[src/hdl/olist_pkg.sv]
// Ordered list engine: shared constants, codes and the structs passed between
// the controller and the row of storage cells. No dependencies.
package olist_pkg;

  localparam int CAPACITY = 64;
  localparam int KEY_W    = 32;
  localparam int PAY_W    = 32;
  localparam int IDX_W    = $clog2(CAPACITY);
  localparam int CNT_W    = $clog2(CAPACITY + 1);
  localparam int CMP_W    = (CNT_W > 6) ? CNT_W : 6;

  typedef enum logic [2:0] {
    CMD_APPEND = 3'd0,
    CMD_REMOVE = 3'd1,
    CMD_INSERT = 3'd2,
    CMD_DELETE = 3'd3,
    CMD_SEARCH = 3'd4,
    CMD_READ   = 3'd5
  } cmd_t;

  typedef enum logic [2:0] {
    ST_OK       = 3'd0,
    ST_FULL     = 3'd1,
    ST_EMPTY    = 3'd2,
    ST_BADIDX   = 3'd3,
    ST_NOTFOUND = 3'd4
  } status_t;

  typedef struct packed {
    logic [KEY_W-1:0] key;
    logic [PAY_W-1:0] pay;
  } entry_t;

  // list update, applied by every cell in the same cycle
  typedef struct packed {
    logic             en;
    logic             del;
    logic [IDX_W-1:0] pos;
    entry_t           ent;
  } wr_t;

  // lookup qualifiers, held steady while a probe runs down the row
  typedef struct packed {
    logic             rd;
    logic [KEY_W-1:0] key;
    logic [IDX_W-1:0] pos;
    logic [CNT_W-1:0] count;
  } scan_t;

  // probe word handed from cell to cell
  typedef struct packed {
    logic             valid;
    logic             found;
    logic [IDX_W-1:0] idx;
    entry_t           ent;
  } carry_t;

endpackage

[src/hdl/olist_ctrl.sv]
// Ordered list engine: command decode, entry count, probe launch and result
// register. Depends on olist_pkg.
module olist_ctrl (
  input  logic                        clk,
  input  logic                        rst_n,
  input  logic                        start,
  output logic                        busy,
  input  logic [2:0]                  in_command,
  input  logic [5:0]                  in_position,
  input  logic [31:0]                 in_key_in,
  input  logic [31:0]                 in_payload_in,
  output olist_pkg::wr_t              wr,
  output olist_pkg::scan_t            scan,
  output olist_pkg::carry_t           launch,
  input  olist_pkg::carry_t           carry_last,
  output logic                        out_valid,
  output logic [2:0]                  out_status,
  output logic [5:0]                  out_found_position,
  output logic [31:0]                 out_key_out,
  output logic [31:0]                 out_payload_out,
  output logic [6:0]                  out_count_out,
  output logic                        out_empty_flag
);
  import olist_pkg::*;

  typedef enum logic {S_IDLE, S_SCAN} state_t;

  state_t           state_r;
  logic [CNT_W-1:0] count_r, count_nxt;
  carry_t           launch_r;
  logic             rd_r;
  logic [KEY_W-1:0] key_r;
  logic [IDX_W-1:0] pos_r;
  logic             out_valid_r;
  status_t          out_status_r, st_c;
  logic [5:0]       out_fpos_r;
  logic [31:0]      out_key_r, out_pay_r;
  logic             acc, go_scan, go_rd;
  logic [CMP_W-1:0] pos_c, cnt_c;
  logic             full;
  entry_t           in_ent;

  assign acc    = start && (state_r == S_IDLE);
  assign pos_c  = CMP_W'(in_position);
  assign cnt_c  = CMP_W'(count_r);
  assign full   = (count_r == CNT_W'(CAPACITY));
  assign in_ent = '{key: KEY_W'(in_key_in), pay: PAY_W'(in_payload_in)};

  always_comb begin
    wr        = '0;
    wr.ent    = in_ent;
    st_c      = ST_OK;
    count_nxt = count_r;
    go_scan   = 1'b0;
    go_rd     = 1'b0;
    unique case (cmd_t'(in_command))
      CMD_APPEND: begin
        if (full) begin
          st_c = ST_FULL;
        end else begin
          wr.en     = acc;
          wr.pos    = IDX_W'(count_r);
          count_nxt = count_r + CNT_W'(1);
        end
      end
      CMD_REMOVE: begin
        if (count_r == '0) begin
          st_c = ST_EMPTY;
        end else begin
          wr.en     = acc;
          wr.del    = 1'b1;
          wr.pos    = IDX_W'(count_r - CNT_W'(1));
          count_nxt = count_r - CNT_W'(1);
        end
      end
      CMD_INSERT: begin
        if (full) begin
          st_c = ST_FULL;
        end else if (pos_c > cnt_c) begin
          st_c = ST_BADIDX;
        end else begin
          wr.en     = acc;
          wr.pos    = IDX_W'(in_position);
          count_nxt = count_r + CNT_W'(1);
        end
      end
      CMD_DELETE: begin
        if (count_r == '0) begin
          st_c = ST_EMPTY;
        end else if (pos_c >= cnt_c) begin
          st_c = ST_BADIDX;
        end else begin
          wr.en     = acc;
          wr.del    = 1'b1;
          wr.pos    = IDX_W'(in_position);
          count_nxt = count_r - CNT_W'(1);
        end
      end
      CMD_SEARCH: begin
        go_scan = 1'b1;
      end
      CMD_READ: begin
        if (pos_c >= cnt_c) begin
          st_c = ST_BADIDX;
        end else begin
          go_scan = 1'b1;
          go_rd   = 1'b1;
        end
      end
      default: begin
      end
    endcase
  end

  always_ff @(posedge clk) begin
    if (!rst_n) begin
      state_r        <= S_IDLE;
      count_r        <= '0;
      launch_r.valid <= 1'b0;
      out_valid_r    <= 1'b0;
    end else begin
      out_valid_r    <= 1'b0;
      launch_r.valid <= 1'b0;
      unique case (state_r)
        S_IDLE: begin
          if (acc) begin
            count_r <= count_nxt;
            if (go_scan) begin
              state_r        <= S_SCAN;
              launch_r.valid <= 1'b1;
              launch_r.found <= 1'b0;
              launch_r.idx   <= '0;
              launch_r.ent   <= '0;
              rd_r           <= go_rd;
              key_r          <= in_ent.key;
              pos_r          <= IDX_W'(in_position);
            end else begin
              out_valid_r  <= 1'b1;
              out_status_r <= st_c;
              out_fpos_r   <= '0;
              out_key_r    <= '0;
              out_pay_r    <= '0;
            end
          end
        end
        S_SCAN: begin
          if (carry_last.valid) begin
            state_r     <= S_IDLE;
            out_valid_r <= 1'b1;
            if (carry_last.found) begin
              out_status_r <= ST_OK;
              // a read reports only the entry, not its index
              out_fpos_r   <= rd_r ? '0 : 6'(carry_last.idx);
              out_key_r    <= 32'(carry_last.ent.key);
              out_pay_r    <= 32'(carry_last.ent.pay);
            end else begin
              out_status_r <= ST_NOTFOUND;
              out_fpos_r   <= '0;
              out_key_r    <= '0;
              out_pay_r    <= '0;
            end
          end
        end
        default: state_r <= S_IDLE;
      endcase
    end
  end

  assign busy   = (state_r == S_SCAN);
  assign launch = launch_r;
  assign scan   = '{rd: rd_r, key: key_r, pos: pos_r, count: count_r};

  assign out_valid          = out_valid_r;
  assign out_status         = out_status_r;
  assign out_found_position = out_fpos_r;
  assign out_key_out        = out_key_r;
  assign out_payload_out    = out_pay_r;
  assign out_count_out      = 7'(count_r);
  assign out_empty_flag     = (count_r == '0);

endmodule

[config.mk]
export PLATFORM = sky130hd
export DESIGN_NAME = olist_ctrl
export DESIGN_NICKNAME = d
export VERILOG_FILES = /design/src/hdl/olist_pkg.sv /design/src/hdl/olist_ctrl.sv
export SDC_FILE = /design/constraint.sdc
export NUM_CORES = 1
export LEC_CHECK = 0
export BUFFER_PORTS_ARGS = -buffer_cell sky130_fd_sc_hd__buf_2
export CELL_PAD_IN_SITES_DETAIL_PLACEMENT = 1
export CELL_PAD_IN_SITES_GLOBAL_PLACEMENT = 1
export CORE_AREA = 2 2 162 164
export CTS_CLUSTER_SIZE = 14
export DETAILED_ROUTE_END_ITERATION = 7
export DIE_AREA = 0 0 164 166
export PLACE_DENSITY = 0.64
export SETUP_SLACK_MARGIN = 0.5
export SLEW_MARGIN = 40
export SYNTH_ARGS = -nofsm -noshare
export SYNTH_HDL_FRONTEND = slang
export SYNTH_SLANG_ARGS = --single-unit
[constraint.sdc]
create_clock -name clk -period 11.52 [get_ports clk]
set_input_delay 1.728 -clock clk [delete_from_list [all_inputs] [get_ports clk]]
set_output_delay 1.728 -clock clk [all_outputs]
set_load 0.01 [all_outputs]
# ---- Word-level counts from Yosys, hierarchy flattened
# Index checks and enable logic that the tools add are counted.
dict set report word_totals {
  ff_bits 122
  latchBits 0
  ram_bits 0
  romBits 0
  input_bits 148
  wordCells 97
  n_memories 0
}
dict set report classes {
  n_addsub 2
  mul 0
  n_div 0
  magnitude_cmp 2
  n_eq_ne 15
  n_shift 0
  muxes 56
  n_bitwise 3
  n_reduce_logical 8
}
# op count
set ops {}
lappend ops {{32-bit 2-to-1 mux} 6}
lappend ops {{32-bit case mux with 2 select lines} 2}
lappend ops {{72-bit 2-to-1 mux} 1}
lappend ops {{6-bit 2-to-1 mux} 8}
lappend ops {{7-bit 2-to-1 mux} 6}
lappend ops {{7-bit case mux with 4 select lines} 1}
lappend ops {{8-bit 2-to-1 mux} 3}
lappend ops {{6-bit case mux with 4 select lines} 1}
lappend ops {{2-bit != test, second input constant} 9}
lappend ops {{3-bit case mux with 5 select lines} 1}
lappend ops {{3-bit 2-to-1 mux} 4}
lappend ops {{6-bit case mux with 2 select lines} 1}
lappend ops {{1-bit 2-to-1 mux} 11}
lappend ops {{2-bit 2-to-1 mux} 5}
lappend ops {{9-bit AND reduction} 1}
lappend ops {{1-bit case mux with 2 select lines} 4}
lappend ops {{4-bit AND reduction} 2}
lappend ops {{7-bit by 1-bit adder with 7-bit output, second input constant} 1}
lappend ops {{7-bit equality test, second input constant} 1}
lappend ops {{6-bit by 7-bit greater-or-equal comparator with 1-bit output} 1}
lappend ops {{6-bit by 7-bit greater-than comparator with 1-bit output} 1}
lappend ops {{7-bit zero test} 1}
lappend ops {{7-bit by 1-bit subtractor with 7-bit output, second input constant} 1}
lappend ops {{3-bit by 2-bit equality test with 1-bit output, second input constant} 2}
lappend ops {{other kinds (9)} 12}

# ---- Depth between registers and ports, before layout
dict set report logic_depth {
  ltp_word 7
  mapped_depth 9
  depth_no_buf 8
}

# ---- Worst setup path after synthesis
# Ideal clock, no wire load.
dict set report synth_path {
  kind {input port to flip-flop}
  from {input port in_position[4]}
  to {register out_fpos_r[0], in the netlist out_found_position[0], enable pin}
  setup_ns 0.504
  arrival_time_ns 5.928
  t_required_ns 11.016
  setup_slack_ns 5.087
  cell_stages 7
  path_buffers 0
  cell_sequence {ha_1 -> a211oi_1 -> nor3_1 -> a21o_1 -> a21boi_0 -> a2bb2oi_1 -> nor2_1}
}
dict set report synth_between {
  elab_chain_cells 5
}
# element line
set synth_rtl {}
lappend synth_rtl {{start: declaration} olist_ctrl.sv:9} ;# input logic [5:0] in_position,
lappend synth_rtl {{6-bit by 7-bit greater-or-equal comparator with 1-bit output} olist_ctrl.sv:103} ;# if (pos_c >= cnt_c) begin
lappend synth_rtl {{1-bit 2-to-1 mux} olist_ctrl.sv:103}
lappend synth_rtl {{1-bit case mux with 2 select lines} olist_ctrl.sv:56} ;# unique case (cmd_t'(in_command))
lappend synth_rtl {{2-bit != test (no source line)} n/a}
lappend synth_rtl {{4-bit AND reduction (no source line)} n/a}
lappend synth_rtl {{end signal: assignment} olist_ctrl.sv:153} ;# out_fpos_r <= rd_r ? '0 : 6'(carry_last.idx);
lappend synth_rtl {{end: declaration} olist_ctrl.sv:36} ;# logic [5:0] out_fpos_r;
# No other way between the ends.
# A chain may end at the register's enable or synchronous reset.

==> metrics.yaml <==
logic_synthesis:
  ys_seq_elements: 122
  syn-cell-area_sq_mm: 0.006146
  yosysMostFrequentCell: "buf_4"
  synth_top_area_cell: "edfxtp_1"
  synth_edf_count: 112
  syn_inst: 497
  ys_seq_area_share_pct: 57.98
  ys_top_cells_by_area: "edfxtp_1, buf_4, and3_1, dfxtp_1, ha_1"
  synth_ff_type: "edfxtp_1"
  yosysWarnings: 0
  synth.top_cell.area_share_pct: 54.72
  synth.distinct_cells: 56
  synthTopCellsByCount: "buf_4, edfxtp_1, and3_1"
  ys_async_sr_fraction_pct: 0
  avgSynthCellArea_sq_um: 12.37
global_route:
  grt_pass1_wl_mm: 25.46
  antenna_found_initial: 1
  grt.met1_usage_pct: 13.70
  grt-ovfl-total: 0
  grt_use_met3_pct: 3.247
  grt_pass1_vias: 4178
  grt_busiest_layer: "met2"
  grt_usage_pct: 12.53
  met2_usage_pct: 22.51
  grt_max_degree: 72
worst_setup_path:
  cp_slowest_cell: "a211o_2"
  ff2ff_path_depth: 9
  max_stage_delay_ns: 0.34
  crit_family: "compound AO/OA/AOI/OAI gates"
  crit_buf_inv: 3
  cp_max_fo: 8
  worst-path-stages: 9
  r2r_end: "out_key_out[14]"
  cp-startpoint: "in_position[0]"
  crit_type: "in -> out"
  crit_chain: "buf_2, inv_1, ha_1, nand2b_1, a211o_2, a211o_2, o211a_4, nor3_4, buf_2"
  worstSetupEndpoint: "wr[71]"
  arrival_ns: 3.57
  crit_required_ns: 9.79
  crit_path_start_kind: "primary input"
  r2r-start: "out_count_out[4]"
  r2r_slack_ns: 8.03
  crit_path_end_kind: "output port"
route:
  routedWlPerCell_microns: 16.78
  firstDrtPassIters: 4
  via_per_inst: 4.070
  postRouteAntennaNets: 0
  first_iter_violations: 194
  drc: 0
  dr_total_vias: 4306
  drt_wl_total_mm: 17.75
cts:
  cts_tree: "yes"
  clk_path_buf_depth: 2
  h-tree-depth: 4
  clk_pin_slew_worst_paths_ns: 0.06
  cts_buffers: 17
  cts_resized: 0
  clockRootBuffer: "clkbuf_16"
  postCtsSetupBuffers: 0
  cts.sinks: 122
  ctsHoldBuffers: 0
  worstSkewPairLatency_ns: 0.42
pwr:
  p_leak_nw: 3.516
  power_density_mw_per_mm2: 150.8
  peakVddDrop_uv: 88.63
  power_mw: 1.158
timing:
  max_freq_mhz: 188.7
  rsz0062_at_grt: "false"
  setup_tns_ns: 0
  finalSetupViolations: 0
  hold_viol: 0
  slew_headroom_pct: 55.79
  fin_crit_sh_pct: 46.01
  maxSlewViolCount: 0
  tightestPinTransition_ns: 0.6631
  finClkSkew_ns: 0.01037
  period_minus_slack_ns: 5.300
worst_hold_path:
  min_path_type: "reg -> reg"
placement:
  io_buffers: 285
  post-dp-hpwl_mm: 13.39
  place_congestion: 0.7497
finish:
  num-fill-cells: 2933
  area_growth_pct: 24.90
  drive_gt1_share_pct: 47.09
  layout.nets: 865
die:
  die_h_microns: 166
  ios: 421
  initial_core_util_pct: 23.99
  coreArea_sq_mm: 0.02562
  die_w_microns: 164
  fp-row-count: 59
  dieArea_sq_mm: 0.02722
job:
  cap_violations: 0
outcome:
  status: "finished clean"
-- cells in the final DEF (no fill, tap or decap), types with 3 or more instances in the layout --
| cell | n |
|---|---|
| a21oi_1 | 4 |
| a221o_1 | 5 |
| and2_1 | 7 |
| and3_1 | 64 |
| buf_2 | 284 |
| buf_4 | 3 |
| clkbuf_16 | 17 |
| clkinvlp_4 | 4 |
| conb_1 | 71 |
| dfxtp_1 | 9 |
| edfxtp_1 | 112 |
| ha_1 | 8 |
| inv_1 | 9 |
| inv_6 | 4 |
| inv_8 | 6 |
| mux2i_1 | 6 |
| nand2_1 | 25 |
| nand4_1 | 3 |
| nor2_1 | 13 |
| nor3_1 | 5 |
| nor3b_1 | 3 |
| o21ai_0 | 8 |
| or3_1 | 6 |
-- through the flow --
stage	cells	hold WS (ns)	util, %	worst slack (ns)	area (sq um)
finish	1058	0.6104	29.97	6.220	7676
global placement	1025	0.5994	27.69	6.207	7093
detailed placement	1025	0.6001	27.71	6.207	7099
floorplan	567	0.5623	-	5.087	6409
global route	1058	0.6541	29.97	6.133	7676
CTS	1057	0.6092	29.96	6.206	7674
-- layer usage --
layer	share of wire, %	vias to the layer above
li1	-	1983
met1	38	2048
met2	51	231
met3	8.0	44
met4	2.7	0
met5	0	-
-- worst min-delay path by stage --
| stage | end | from | depth (start not counted) | slack (ns) |
|---|---|---|---|---|
| after floorplan | out_count_out[1] | out_count_out[1] | 2 | 0.56 |
| after global placement | out_count_out[1] | out_count_out[1] | 2 | 0.60 |
| after detailed placement | out_count_out[1] | out_count_out[1] | 2 | 0.60 |
| after CTS | out_count_out[1] | out_count_out[1] | 2 | 0.61 |
| after global routing | out_count_out[0] | out_count_out[0] | 2 | 0.65 |
| final | out_count_out[1] | out_count_out[1] | 2 | 0.61 |
-- state kept, by name, indices dropped and copies added, names as in the netlist --
signal,count
key_r,32
out_key_out,32
out_payload_out,32
out_count_out,7
out_found_position,6
pos_r,6
out_status,3
busy,1
launch,1
out_valid,1
rd_r,1
-- cell type report --
type	instances	area [sq um]	share of cell area (%)
sequential	122	3565	46.44
multi-input combinational	271	1627	21.19
timing repair buffer	288	1455	18.96
tap	335	419.2	5.460
antenna	1	2.502	0.03260
clock buffer	17	425.4	5.542
clock inverter	15	148.9	1.940
inverter	9	33.78	0.4401
-- where the power goes --
part           internal (mW)  leakage, nW  switching (mW)
Sequential             0.501         1.09         0.00649
Clock                  0.288        0.271           0.239
Combinational         0.0462         2.15          0.0765
-- kinds of logic (layout without fill, tap and decap cells) --
kind of cell,after synthesis,after routing,share of synthesized area (%)
other,1,72,0.06102
XOR/XNOR,2,2,0.2851
buffers and inverters,174,329,20.03
multiplexers,6,6,0.9772
flip-flops,122,122,57.98
adder cells (fa/ha/maj),8,8,1.629
AO/OA/AOI/OAI,38,38,4.866
AND/OR/NAND/NOR,146,146,14.17
-- worst reg2reg max path: cells and delay by family (launching register included) --
family	cells	cell delay, ns
buffers and inverters	2	0.70
AOI/OAI and AO/OA	4	0.69
and+or+nand+nor	2	0.69
DFF	1	0.60
adders and majority gates	1	0.37
Note: power is estimated with default switching activity, not from simulation.
