## config.mk

```make
export PLATFORM = sky130hd
export DESIGN_NAME = olist_cell
export DESIGN_NICKNAME = d
export VERILOG_FILES = /design/src/hdl/olist_pkg.sv /design/src/hdl/olist_cell.sv
export SDC_FILE = /design/constraint.sdc
export NUM_CORES = 1
export LEC_CHECK = 0
export ABC_AREA = 1
export ABC_CLOCK_PERIOD_IN_PS = 3950
export BUFFER_PORTS_ARGS = -buffer_cell sky130_fd_sc_hd__buf_2
export CORE_AREA = 8 8 173 175
export DETAILED_ROUTE_END_ITERATION = 10
export DIE_AREA = 0 0 181 183
export PLACE_DENSITY = 0.58
export SLEW_MARGIN = 0
export SYNTH_ARGS = -nofsm -noshare
export SYNTH_HDL_FRONTEND = slang
export SYNTH_SLANG_ARGS = --single-unit
```

## constraint.sdc

```tcl
create_clock -name clk -period 3.95 [get_ports clk]
set_input_delay 0.395 -clock clk [delete_from_list [all_inputs] [get_ports clk]]
set_output_delay 0.395 -clock clk [all_outputs]
set_load 0.01 [all_outputs]
```

## src/hdl/olist_pkg.sv

```systemverilog
// Ordered list engine: shared constants, codes and the structs passed between
// the controller and the row of storage cells. No dependencies.
package olist_pkg;

  localparam int CAPACITY = 64;
  localparam int KEY_W    = 32;
  localparam int PAY_W    = 32;
  localparam int IDX_W    = $clog2(CAPACITY);
  localparam int CNT_W    = $clog2(CAPACITY + 1);
  localparam int CMP_W    = (CNT_W > 6) ? CNT_W : 6;

  typedef enum logic [2:0] {
    CMD_APPEND = 3'd0,
    CMD_REMOVE = 3'd1,
    CMD_INSERT = 3'd2,
    CMD_DELETE = 3'd3,
    CMD_SEARCH = 3'd4,
    CMD_READ   = 3'd5
  } cmd_t;

  typedef enum logic [2:0] {
    ST_OK       = 3'd0,
    ST_FULL     = 3'd1,
    ST_EMPTY    = 3'd2,
    ST_BADIDX   = 3'd3,
    ST_NOTFOUND = 3'd4
  } status_t;

  typedef struct packed {
    logic [KEY_W-1:0] key;
    logic [PAY_W-1:0] pay;
  } entry_t;

  // list update, applied by every cell in the same cycle
  typedef struct packed {
    logic             en;
    logic             del;
    logic [IDX_W-1:0] pos;
    entry_t           ent;
  } wr_t;

  // lookup qualifiers, held steady while a probe runs down the row
  typedef struct packed {
    logic             rd;
    logic [KEY_W-1:0] key;
    logic [IDX_W-1:0] pos;
    logic [CNT_W-1:0] count;
  } scan_t;

  // probe word handed from cell to cell
  typedef struct packed {
    logic             valid;
    logic             found;
    logic [IDX_W-1:0] idx;
    entry_t           ent;
  } carry_t;

endpackage

```

## src/hdl/olist_cell.sv

```systemverilog
// Ordered list engine: one storage cell, holding a single entry, shifting with
// its neighbours and passing the lookup probe on. Depends on olist_pkg.
module olist_cell (
  input  logic                        clk,
  input  logic                        rst_n,
  input  logic [olist_pkg::IDX_W-1:0] cell_idx,
  input  olist_pkg::wr_t              wr,
  input  olist_pkg::scan_t            scan,
  input  olist_pkg::entry_t           left_ent,
  input  olist_pkg::entry_t           right_ent,
  output olist_pkg::entry_t           ent,
  input  olist_pkg::carry_t           carry_in,
  output olist_pkg::carry_t           carry_out
);
  import olist_pkg::*;

  entry_t ent_r;
  carry_t carry_r, carry_nxt;
  logic   hit;

  always_ff @(posedge clk) begin
    if (wr.en) begin
      if (!wr.del) begin
        if (cell_idx == wr.pos) begin
          ent_r <= wr.ent;
        end else if (cell_idx > wr.pos) begin
          ent_r <= left_ent;
        end
      end else if (cell_idx >= wr.pos) begin
        ent_r <= right_ent;
      end
    end
  end

  always_comb begin
    hit = scan.rd ? (cell_idx == scan.pos)
                  : ((CNT_W'(cell_idx) < scan.count) && (ent_r.key == scan.key));
    carry_nxt = carry_in;
    if (carry_in.valid && !carry_in.found && hit) begin
      carry_nxt.found = 1'b1;
      carry_nxt.idx   = cell_idx;
      carry_nxt.ent   = ent_r;
    end
  end

  always_ff @(posedge clk) begin
    if (!rst_n) begin
      carry_r.valid <= 1'b0;
    end else begin
      carry_r <= carry_nxt;
    end
  end

  assign ent       = ent_r;
  assign carry_out = carry_r;

endmodule

```

## Word-level counts from Yosys, hierarchy flattened

Cells that the tools add are included.

| storage, ports and cells | value |
|---|---|
| flip-flop bits (word level) | 136 |
| latch bits | 0 |
| bits in writable memories | 0 |
| ROM bits | 0 |
| input port bits | 326 |
| output and inout port bits | 136 |
| memories | 0 |

| cells by class | value |
|---|---|
| $add $sub $neg | 0 |
| multiply operators | 0 |
| divide/modulo/power cells | 0 |
| magnitude comparators | 3 |
| equal/unequal tests | 4 |
| shift operators | 0 |
| mux-type cells | 6 |
| bitwise logic cells | 0 |
| reduce and logical (&&, ||, !) cells | 6 |

Operators with widths:

| kind | number |
|---|---|
| 2-to-1 mux 64 bit | 4 |
| 2-to-1 mux 70 bit | 1 |
| equality test 32 bit | 1 |
| equality test 6 bit | 2 |
| < comparator 6 x 7 -> 1 bit | 1 |
| greater-or-equal comparator 6 bit | 1 |
| greater-than comparator 6 bit | 1 |
| logical AND 1 bit | 3 |
| AND reduction 3 bit | 1 |
| nonzero test 3 bit | 1 |
| != test 2 x 1 -> 1 bit (second input constant) | 1 |
| zero test 1 bit | 1 |
| 2-to-1 mux 1 bit | 1 |

## Longest topological paths before layout

Gate-level depths: netlist of run 1.

| logic depth | value |
|---|---|
| depth after elaboration | 5 |
| mapped depth | 14 |
| mapped depth without buffers | 12 |

## Least setup slack after synthesis of run 1

Ideal clock, no wire load.

| timing path | value |
|---|---|
| path kind | input port to flip-flop |
| start point | input wr[69] in the netlist's numbering |
| end point | register ent_r, in the netlist ent[0] (enable) |
| arrival | 2.560 ns |
| required time | 3.532 ns |
| path slack | 0.972 ns |
| stages | 9 |
| cells stage by stage | inv_1 -> ha_1 -> nand2_1 -> nor2_1 -> nand3_1 -> inv_1 -> buf_2 -> o31ai_1 -> inv_1 |

| between the ends | value |
|---|---|
| longest elaborated chain between the ends | 3 |
| elaborated cells between the ends (all ways) | 6 |
| those cells by class | order compare: 2; eq/ne: 2; reduce/logical: 2 |

RTL lines:

| item | line | text |
|---|---|---|
| from (decl) | olist_cell.sv:7 | `input olist_pkg::wr_t wr,` |
| greater-or-equal comparator 6 bit (tied with other cells) | olist_cell.sv:29 | `end else if (cell_idx >= wr.pos) begin` |
| != test 2 x 1 -> 1 bit (no source line) or nonzero test 3 bit (tied branches) | -- |  |
| AND reduction 3 bit (no source line) (*) | -- |  |
| to (signal assigned) | olist_cell.sv:25 | `ent_r <= wr.ent;` |
| to (signal assigned) | olist_cell.sv:27 | `ent_r <= left_ent;` |
| to (signal assigned) | olist_cell.sv:30 | `ent_r <= right_ent;` |
| to (decl) | olist_cell.sv:17 | `entry_t ent_r;` |

Every way passes the cells marked *; elsewhere a longest branch is shown, timed or not.
A chain may end at the register's enable or synchronous reset.

==> run metrics, run 1 <==
Pwr Density=395 mW/mm²; cell row count=61; fillers=2883; CP most frequent cell=nand2_1; CTS tree=yes; clock root cell=clkbuf_16; Sink Count=136; clk slew on worst S/H paths=70 ps; Setup crit start=ent[60]$_DFFE_PP_; CP Max Fanout=70; switching power=1.18 mW; FF+latch count, synth=136; most common cell after layout, fill and taps aside=buf_2; DPL Wire Length=24.7 mm; Hold Slack=182 ps; VDD IR-drop max=0.000273 V; first-pass GRT wire length=46.6 mm; RSZ-0062 raised after global routing=false; number of post-CTS setup repair buffers=0; Ys Warns=0; Worst Setup Path Type=register to register; CP Cell Sequence=nand2_1, nand2_1, nor2_1, nand2_1, nor2_1, nand3_1, o21bai_4, buf_4, nand3_1, nand2_1; Comb power frac=0.177; Clk pwr share=0.382; hold path start=carry_in[71]; crit path DAT=2920 ps; max incr delay on CP=690 ps; Seq/Total Area, Yosys=0.549; Post-route DRC=0; Initial Util=0.271; gpl congestion=0.912; Die H=183 µm; largest net degree at the start of global routing=119; r2r setup slk=1290 ps; slew margin rel.=0.268; final WL=31.7 mm; drt wl/cell=18.9 µm; library cells used by synthesis=25; First-pass DRT Iterations=5; fin. max-slew vios=0; sw frac=0.283; P_int=2.99 mW; Mapped Avg Cell Area=8.44 µm²; via count=7643; port bufs=461; fin crit share=0.673; HP Class=input port to register; TNS Setup=0 ps; Final ANT Viol Nets=0; Sequential Power Share=0.441; R2R Path Start=ent[60]$_DFFE_PP_; initial antenna violation count=3; die area=0.0331 mm²; number of global-route vias before repair=7824; most frequent cells in the layout=buf_2 (460), nand2_1 (366), edfxtp_1 (135); Hold Vio Cnt, Final=0; clock skew=16.7 ps; fin crit period=2660 ps; GRT Overall Usage=0.183; slowest CP cell=buf_4; fmax=376 MHz; Area Growth Syn to Fin=42.1%; status=complete, no violations; clock latency on the worst-skew pair=410 ps; CP endpoint kind=register; Critical Path RT=4210 ps; core area=0.0273 mm²; H-tree depth=4; Max Cap Viol=0; hold_buf cts=0; TritonCTS buffer count=17; grt total ovfl=0; area of the mapped netlist=0.00742 mm²; nets=1653; Net Count, Synth=1216; Die X=181 µm; Gate Count Post-Synth=879; Post-CTS Resized=0; Worst-Margin Slew=1100 ps; worst-case clock buffer depth=2; Via density=4.56; layout cells sized above 1=0.380; I/O pins=462; leak pwr=5.32 nW; final setup violation count=0; first-iteration detailed-routing DRC count=561; CP startpoint kind=register
==> worst max-delay path, delay by kind of cell, from the launching register on <==
kind                   cells  cell delay, ps
AND/OR/NAND/NOR            8            1170
flip-flops                 1             460
AO/OA/AOI/OAI              1             170
buffers and inverters      1             690
==> synth_stat cells, drive strengths merged <==
cell type  instances  share of area
nand3             73          0.049
o31ai              1         0.0010
xnor2              6         0.0071
clkbuf            20          0.010
a31oi             64          0.054
nand2            367           0.19
a21o               1         0.0010
inv               67          0.034
nand4              2         0.0017
xor2               5         0.0059
o21ai              5         0.0034
ha                11          0.019
edfxtp           135           0.55
dfxtp              1         0.0027
a21oi              3         0.0025
nor2              86          0.044
buf               30          0.029
o221ai             1         0.0012
o21bai             1         0.0015
==> layer usage <==
metal,track usage,wire length [µm],vias to the layer above,share of wire
met5,0,13,-,0.00041
met4,0.0482,476,2,0.015
met3,0.0459,2190,29,0.069
met2,0.316,15800,313,0.50
met1,0.225,13300,3517,0.42
li1,-,-,3782,-
==> state kept, by name, indices dropped and copies added, names as in the netlist <==
| signal | cells |
|---|---|
| ent | 64 |
| carry_out | 72 |
==> cell families after synthesis <==
| kind of cell | after synthesis | share of synthesized area |
|---|---|---|
| buffers and inverters | 117 | 0.0732 |
| flip-flops | 136 | 0.549 |
| adder cells (fa/ha/maj) | 11 | 0.0186 |
| AND/OR/NAND/NOR | 528 | 0.281 |
| XOR/XNOR | 11 | 0.0130 |
| AO/OA/AOI/OAI | 76 | 0.0646 |
==> worst paths after layout <==
kind	endpoint	cells past startpoint
min reg2reg	carry_out[26]$_DFFE_PP_	2
max reg2reg	carry_out[61]$_DFFE_PP_	10
max	carry_out[61]$_DFFE_PP_	10
min	carry_out[71]$_SDFF_PN0_	3
==> final cells by class <==
cell class | instances | area [µm²] | share of cell area
flip-flops and latches | 136 | 4070 | 0.387
multi-input cells | 626 | 2820 | 0.267
repair buffers | 468 | 2370 | 0.225
well taps | 346 | 433 | 0.0411
clock buffers | 17 | 425 | 0.0404
inverters | 67 | 255 | 0.0242
clock inverters | 14 | 153 | 0.0145
diodes | 2 | 5.00 | 0.000475
==> per-stage QoR <==
step / utilization / power (mW) / instance area (µm²) / std cells / worst slack, ps
6_report: 0.386 / 4.17 / 10500 / 1676 / 1290
3_5_place_dp: 0.364 / 2.62 / 9960 / 1643 / 1140
4_1_cts: 0.386 / 4.22 / 10500 / 1674 / 1300
3_3_place_gp: 0.364 / 2.61 / 9960 / 1643 / 1150
2_1_floorplan: - / 2.17 / 7420 / 879 / 972
5_1_grt: 0.386 / 4.37 / 10500 / 1676 / 1070
==> power groups by stage <==
stage | logic, mW | clock network, mW | registers [mW]
after global placement | 0.740 | 0 | 1.87
after CTS | 0.749 | 1.63 | 1.84
after global routing | 0.818 | 1.69 | 1.86
final | 0.736 | 1.59 | 1.84
after floorplan | 0.262 | 0 | 1.91
after detailed placement | 0.746 | 0 | 1.87
Power figures use the tool's default switching activity.
==> inputs of run 2 (changes only) <==
Settings changed: ABC_AREA 1 to 0, ABC_CLOCK_PERIOD_IN_PS 3950 to 2100, CORE_AREA 8 8 173 175 to 8 8 172 174, DIE_AREA 0 0 181 183 to 0 0 180 182, PLACE_DENSITY 0.58 to 0.61.
Clock period 3.95 ns to 2.1 ns, I/O delays scaled along.
==> run 2 against run 1 <==
Compared with the run above: largest cell class unchanged; global-route usage is 1.6 points lower; count of clock-buffer cells in the layout is 1 higher; highest routed layer is now met4; non-clock buffer count rose by 69; setup slack worse by 2000 ps; the run now ends with negative setup slack left; combinational power up 100%; clock skew down 1.5 ps; largest power group unchanged; sequential power is 84% higher; register-to-register slack got worse by 2000 ps.
==> run metrics, run 2 <==
status=finished with violations; failing checks=negative setup slack; synth cell count leaders=edfxtp_1 (135), mux2_4 (69), o21ai_0 (66), nand2_1 (65), mux2i_1 (64); final setup violation count=71; area of the mapped netlist=0.00729 mm²; asr flop ratio synth=0; worst-case clock buffer depth=2; Net Count, Synth=859; RSZ-0062 raised after global routing=true; TritonCTS buffer count=17; EDFF count, synth=135; Ys Warns=0; fin. max-slew vios=0; PnR worst setup slack=-675 ps; fin crit share=1.32; Core Util, Final=0.422; fmax=360 MHz; top-count cell post-synth=edfxtp_1; Die X=180 µm; R2R Path Start=ent[44]$_DFFE_PP_; drt wl/cell=20.8 µm; nets=1387; layout cells sized above 1=0.607; via count=6184; Initial Util=0.274; initial antenna violation count=5; I/O pins=462; CP endpoint kind=register; Critical Path RT=2260 ps; most common cell after layout, fill and taps aside=buf_2; Gate Count Post-Synth=522; port bufs=461; grt total ovfl=0; Pwr Density=714 mW/mm²; largest net degree at the start of global routing=55; cell row count=60; Seq/Total Area, Yosys=0.559; Worst-Margin Slew=374 ps; clock skew=15.2 ps; Area contributors post-synth=edfxtp_1 (56%), mux2_4 (14%), mux2i_1 (8.8%), o21ai_0 (4.5%), xor2_1 (4.0%); CP most frequent cell=buf_4; core area=0.0267 mm²; number of global-route vias before repair=6641; max FFs per register=72; HP Class=input port to register; H-tree depth=4; Mapped Avg Cell Area=14.0 µm²; leak pwr=5.01 nW; clock root cell=clkbuf_16; clk slew on worst S/H paths=60 ps; dominant synthesized flop cell=edfxtp_1; CP Cell Sequence=xor2_1, nor4_2, buf_4, nand4_1, nor4_1, buf_4, o2111a_4, buf_4, buf_16, mux2_4; Final ANT Viol Nets=0; fin crit period=2770 ps; Via density=4.40; Die H=182 µm; clock latency on the worst-skew pair=410 ps; first-pass GRT wire length=41.4 mm; library cells used by synthesis=30; Max Cap Viol=0; fillers=2605; hold_buf cts=0; Synth area leader=edfxtp_1; GRT Overall Usage=0.167; First-pass DRT Iterations=4; CTS tree=yes; Synth top area share=0.556; Area Growth Syn to Fin=54.3%; Post-route DRC=0; VDD IR-drop max=0.000404 V; final WL=29.2 mm; Hold Slack=57.1 ps; first-iteration detailed-routing DRC count=378; DPL Wire Length=24.0 mm; hold path start=carry_in[71]; slowest CP cell=edfxtp_1; crit path DAT=2930 ps; CP Max Fanout=16; most frequent cells in the layout=buf_2 (459), edfxtp_1 (135), mux2_4 (70); FF+latch count, synth=136; Hold Vio Cnt, Final=0; Setup crit start=ent[44]$_DFFE_PP_; CP startpoint kind=register; Worst Setup Path Type=register to register; die area=0.0328 mm²; Sink Count=136; max incr delay on CP=410 ps; slew margin rel.=0.751; gpl congestion=0.861
-- run 2: through the flow --
stage / setup TNS [ps] / power, mW / std cells / cell area, µm² / worst slack, ps
final: -46140 / 8.03 / 1406 / 11200 / -675
after global routing: -53580 / 8.38 / 1406 / 11200 / -785
after CTS: -49610 / 8.12 / 1395 / 11100 / -737
after detailed placement: -59060 / 4.92 / 1365 / 10500 / -849
after global placement: -60760 / 4.90 / 1365 / 10500 / -878
after floorplan: -37310 / 4.01 / 522 / 7320 / -344
-- run 2: cell families after synthesis --
| group | after synthesis | synth area share |
|---|---|---|
| simple gates | 87 | 0.0524 |
| xor+xnor | 38 | 0.0457 |
| mux | 134 | 0.232 |
| flops | 136 | 0.559 |
| buf+inv | 40 | 0.0383 |
| fa+ha+maj | 11 | 0.0189 |
| compound gates | 76 | 0.0544 |
-- run 2: where the power goes --
group          switching (mW)  internal, mW
combinational           0.717         0.766
clock                    1.19          1.98
sequential              0.115          3.26
total                    2.02          6.01
-- run 2: layout make-up --
cell class	count	area [µm²]	area share
inverter	12	45.0	0.00400
multi-input combinational	346	2990	0.266
sequential	136	4070	0.362
tap	341	427	0.0379
antenna	4	10.0	0.000890
clock buffer	18	429	0.0382
clock inverter	12	178	0.0158
timing repair buffer	537	3090	0.275
-- run 2: path summary, 6_finish.rpt --
check | end | slack, ps | cells after the start
worst max-delay path | carry_out[42]$_DFFE_PP_ | -670 | 10
worst max register to register | carry_out[42]$_DFFE_PP_ | -670 | 10
worst min register to register | carry_out[7]$_DFFE_PP_ | 570 | 1
worst min-delay path | carry_out[71]$_SDFF_PN0_ | 60 | 2
-- run 2: what timing repair did --
action                     4_1_cts  5_1_grt
setup endpoints to repair       71       71
pin swaps                        0        2
gates resized for setup          1        5
cloned                           0        5
setup buffers                    0        2
-- run 2: critical path, delay by kind of cell (launching register included) --
| kind | cells | cell delay (ps) |
|---|---|---|
| AO/OA/AOI/OAI | 1 | 220 |
| XOR/XNOR | 1 | 170 |
| buffers and inverters | 4 | 640 |
| flip-flops | 1 | 410 |
| multiplexers | 1 | 310 |
| AND/OR/NAND/NOR | 3 | 750 |
-- run 2: routing by layer --
| metal | up-vias | share of wire | GRT usage |
|---|---|---|---|
| li1 | 2994 | - | - |
| met1 | 2930 | 0.39 | 0.191 |
| met2 | 236 | 0.54 | 0.306 |
| met3 | 24 | 0.057 | 0.0423 |
| met4 | 0 | 0.013 | 0.0437 |
| met5 | - | 0 | 0 |
==> inputs of run 3 (changes only) <==
Settings changed: ABC_CLOCK_PERIOD_IN_PS 2100 to not set, CORE_AREA 8 8 172 174 to 2 2 182 184, DIE_AREA 0 0 180 182 to 0 0 184 186, PLACE_DENSITY 0.61 to 0.53.
==> run 3 against run 2 <==
Compared with the run above: the run still ends with negative setup slack left; via count is 0.23% lower; hold slack lost 3.8 ps; combinational power rose by 3%; sequential share of layout area shrank 0.51 points; critical endpoint is now carry_out[12]$_DFFE_PP_; non-clock buffer count increased by 4; final cell count rose by 5.0%; setup slack better by 54 ps.
==> run metrics, run 3 (synthesis gave the netlist of run 2 again) <==
status=finished with violations; failing checks=negative setup slack; worst-case clock buffer depth=2; PnR worst setup slack=-621 ps; sw frac=0.264; Max Cap Viol=0; max FFs per register=72; clk slew on worst S/H paths=60 ps; TNS Setup=-42060 ps; grt total ovfl=0; die area=0.0342 mm²; CP Max Fanout=12; most common cell after layout, fill and taps aside=buf_2; r2r setup slk=-620 ps; nets=1391; gpl congestion=0.901; footprint of the multi-input gates=0.00304 mm²; fin. max-slew vios=0; Die X=184 µm; drt wl/cell=19.0 µm; fin crit share=1.30; Die H=186 µm; TritonCTS buffer count=17; I/O pins=462; CP startpoint kind=register; Via density=4.18; DPL Wire Length=22.5 mm; leak pwr=5.03 nW; layout cells sized above 1=0.612; Worst-Margin Slew=468 ps; Critical Path RT=2280 ps; fillers=3288; VDD IR-drop max=0.000551 V; Final ANT Viol Nets=0; crit path DAT=2900 ps; largest net degree at the start of global routing=66; RSZ-0062 raised after global routing=true; HP Class=input port to register; final setup violation count=71; fmax=368 MHz; Hold Vio Cnt, Final=0; first-pass GRT wire length=38.2 mm; H-tree depth=4; clock root cell=clkbuf_16; number of global-route vias before repair=6071; cell row count=66; clock latency on the worst-skew pair=430 ps; initial antenna violation count=3; via count=6170; Sequential Power Share=0.430; Post-route DRC=0; Sink Count=136; most frequent cells in the layout=buf_2 (459), edfxtp_1 (135), mux2_4 (70); final WL=28.1 mm; FF+latch area=0.00407 mm²; Worst Setup Path Type=register to register; clock skew=9.76 ps; CP most frequent cell=buf_12; core area=0.0322 mm²; P_int=5.78 mW; slew margin rel.=0.688; GRT Overall Usage=0.158; total power draw=7.85 mW; first-iteration detailed-routing DRC count=295; Comb power frac=0.194; Pwr Density=689 mW/mm²; CTS tree=yes; pre-CTS setup slack=-1180 ps; CP endpoint kind=register; CP Cell Sequence=xor2_2, nor4_4, nand4_1, nor4_2, buf_4, o2111a_4, buf_12, buf_12, mux2_4; First-pass DRT Iterations=4; Initial Util=0.226; switching power=2.07 mW; Area Growth Syn to Fin=56.5%; slowest CP cell=edfxtp_1; port bufs=461; max incr delay on CP=430 ps; fin crit period=2720 ps; Clk pwr share=0.376
## run 3: cell types whose count changed in the layout (fill, tap and decap cells not counted), sizes merged, moves of 2 or more
cell | before | now
bufinv | 4 | 2
diode | 4 | 1
clkbuf | 21 | 19
clkinv | 6 | 10
buf | 534 | 539
## run 3: layer usage
layer / up-vias / global-route usage / wire length, µm
met3: 29 / 0.0385 / 1560
met4: 4 / 0.0522 / 461
met2: 219 / 0.268 / 14300
li1: 2998 / - / -
met5: - / 0 / 29
met1: 2920 / 0.197 / 11700
## run 3: layout make-up
cell class	count	share of cell area
flip-flops and latches	136	0.357
repair buffers	541	0.278
multi-input cells	346	0.266
well taps	408	0.0447
clock buffers	18	0.0376
clock inverters	14	0.0117
inverters	12	0.00395
diodes	1	0.000219
## run 3: stage by stage
stage          utilization  hold WS (ps)  area, µm²  cells
3_3_place_gp         0.328           445      10600   1432
3_5_place_dp         0.328           457      10600   1432
4_1_cts              0.353          18.5      11400   1472
6_report             0.354          53.3      11400   1476
5_1_grt              0.354          35.2      11400   1476
2_1_floorplan            -           322       7320    522
## run 3: final timing paths
| path | startpoint | endpoint | depth (start not counted) |
|---|---|---|---|
| min reg2reg | ent[29]$_DFFE_PP_ | carry_out[29]$_DFFE_PP_ | 1 |
| max reg2reg | ent[45]$_DFFE_PP_ | carry_out[12]$_DFFE_PP_ | 9 |
| max | ent[45]$_DFFE_PP_ | carry_out[12]$_DFFE_PP_ | 9 |
| min | right_ent[10] | ent[10]$_DFFE_PP_ | 3 |
## run 3: what timing repair did
action | CTS | global route
buffers inserted | 4 | 2
hold endpoints to repair | 1 | 0
hold buffers | 1 | 0
cloned | 3 | 1
resized for setup | 17 | 1
pin swaps | 7 | 0
endpoints found under the setup margin | 71 | 71
## run 3: power by group through the flow
stage / Clock, mW / Combinational (mW) / Sequential [mW]
6_report: 2.95 / 1.52 / 3.38
3_5_place_dp: 0 / 1.50 / 3.44
4_1_cts: 3.04 / 1.54 / 3.38
3_3_place_gp: 0 / 1.48 / 3.43
5_1_grt: 3.14 / 1.65 / 3.40
2_1_floorplan: 0 / 0.466 / 3.54
## run 3: worst max-delay path, delay by kind of cell (launching register included)
kind | cells | cell delay [ps]
and+or+nand+nor | 3 | 810
buffers and inverters | 3 | 450
DFF | 1 | 430
muxes | 1 | 310
AOI/OAI and AO/OA | 1 | 270
xor gates and xnor gates | 1 | 190
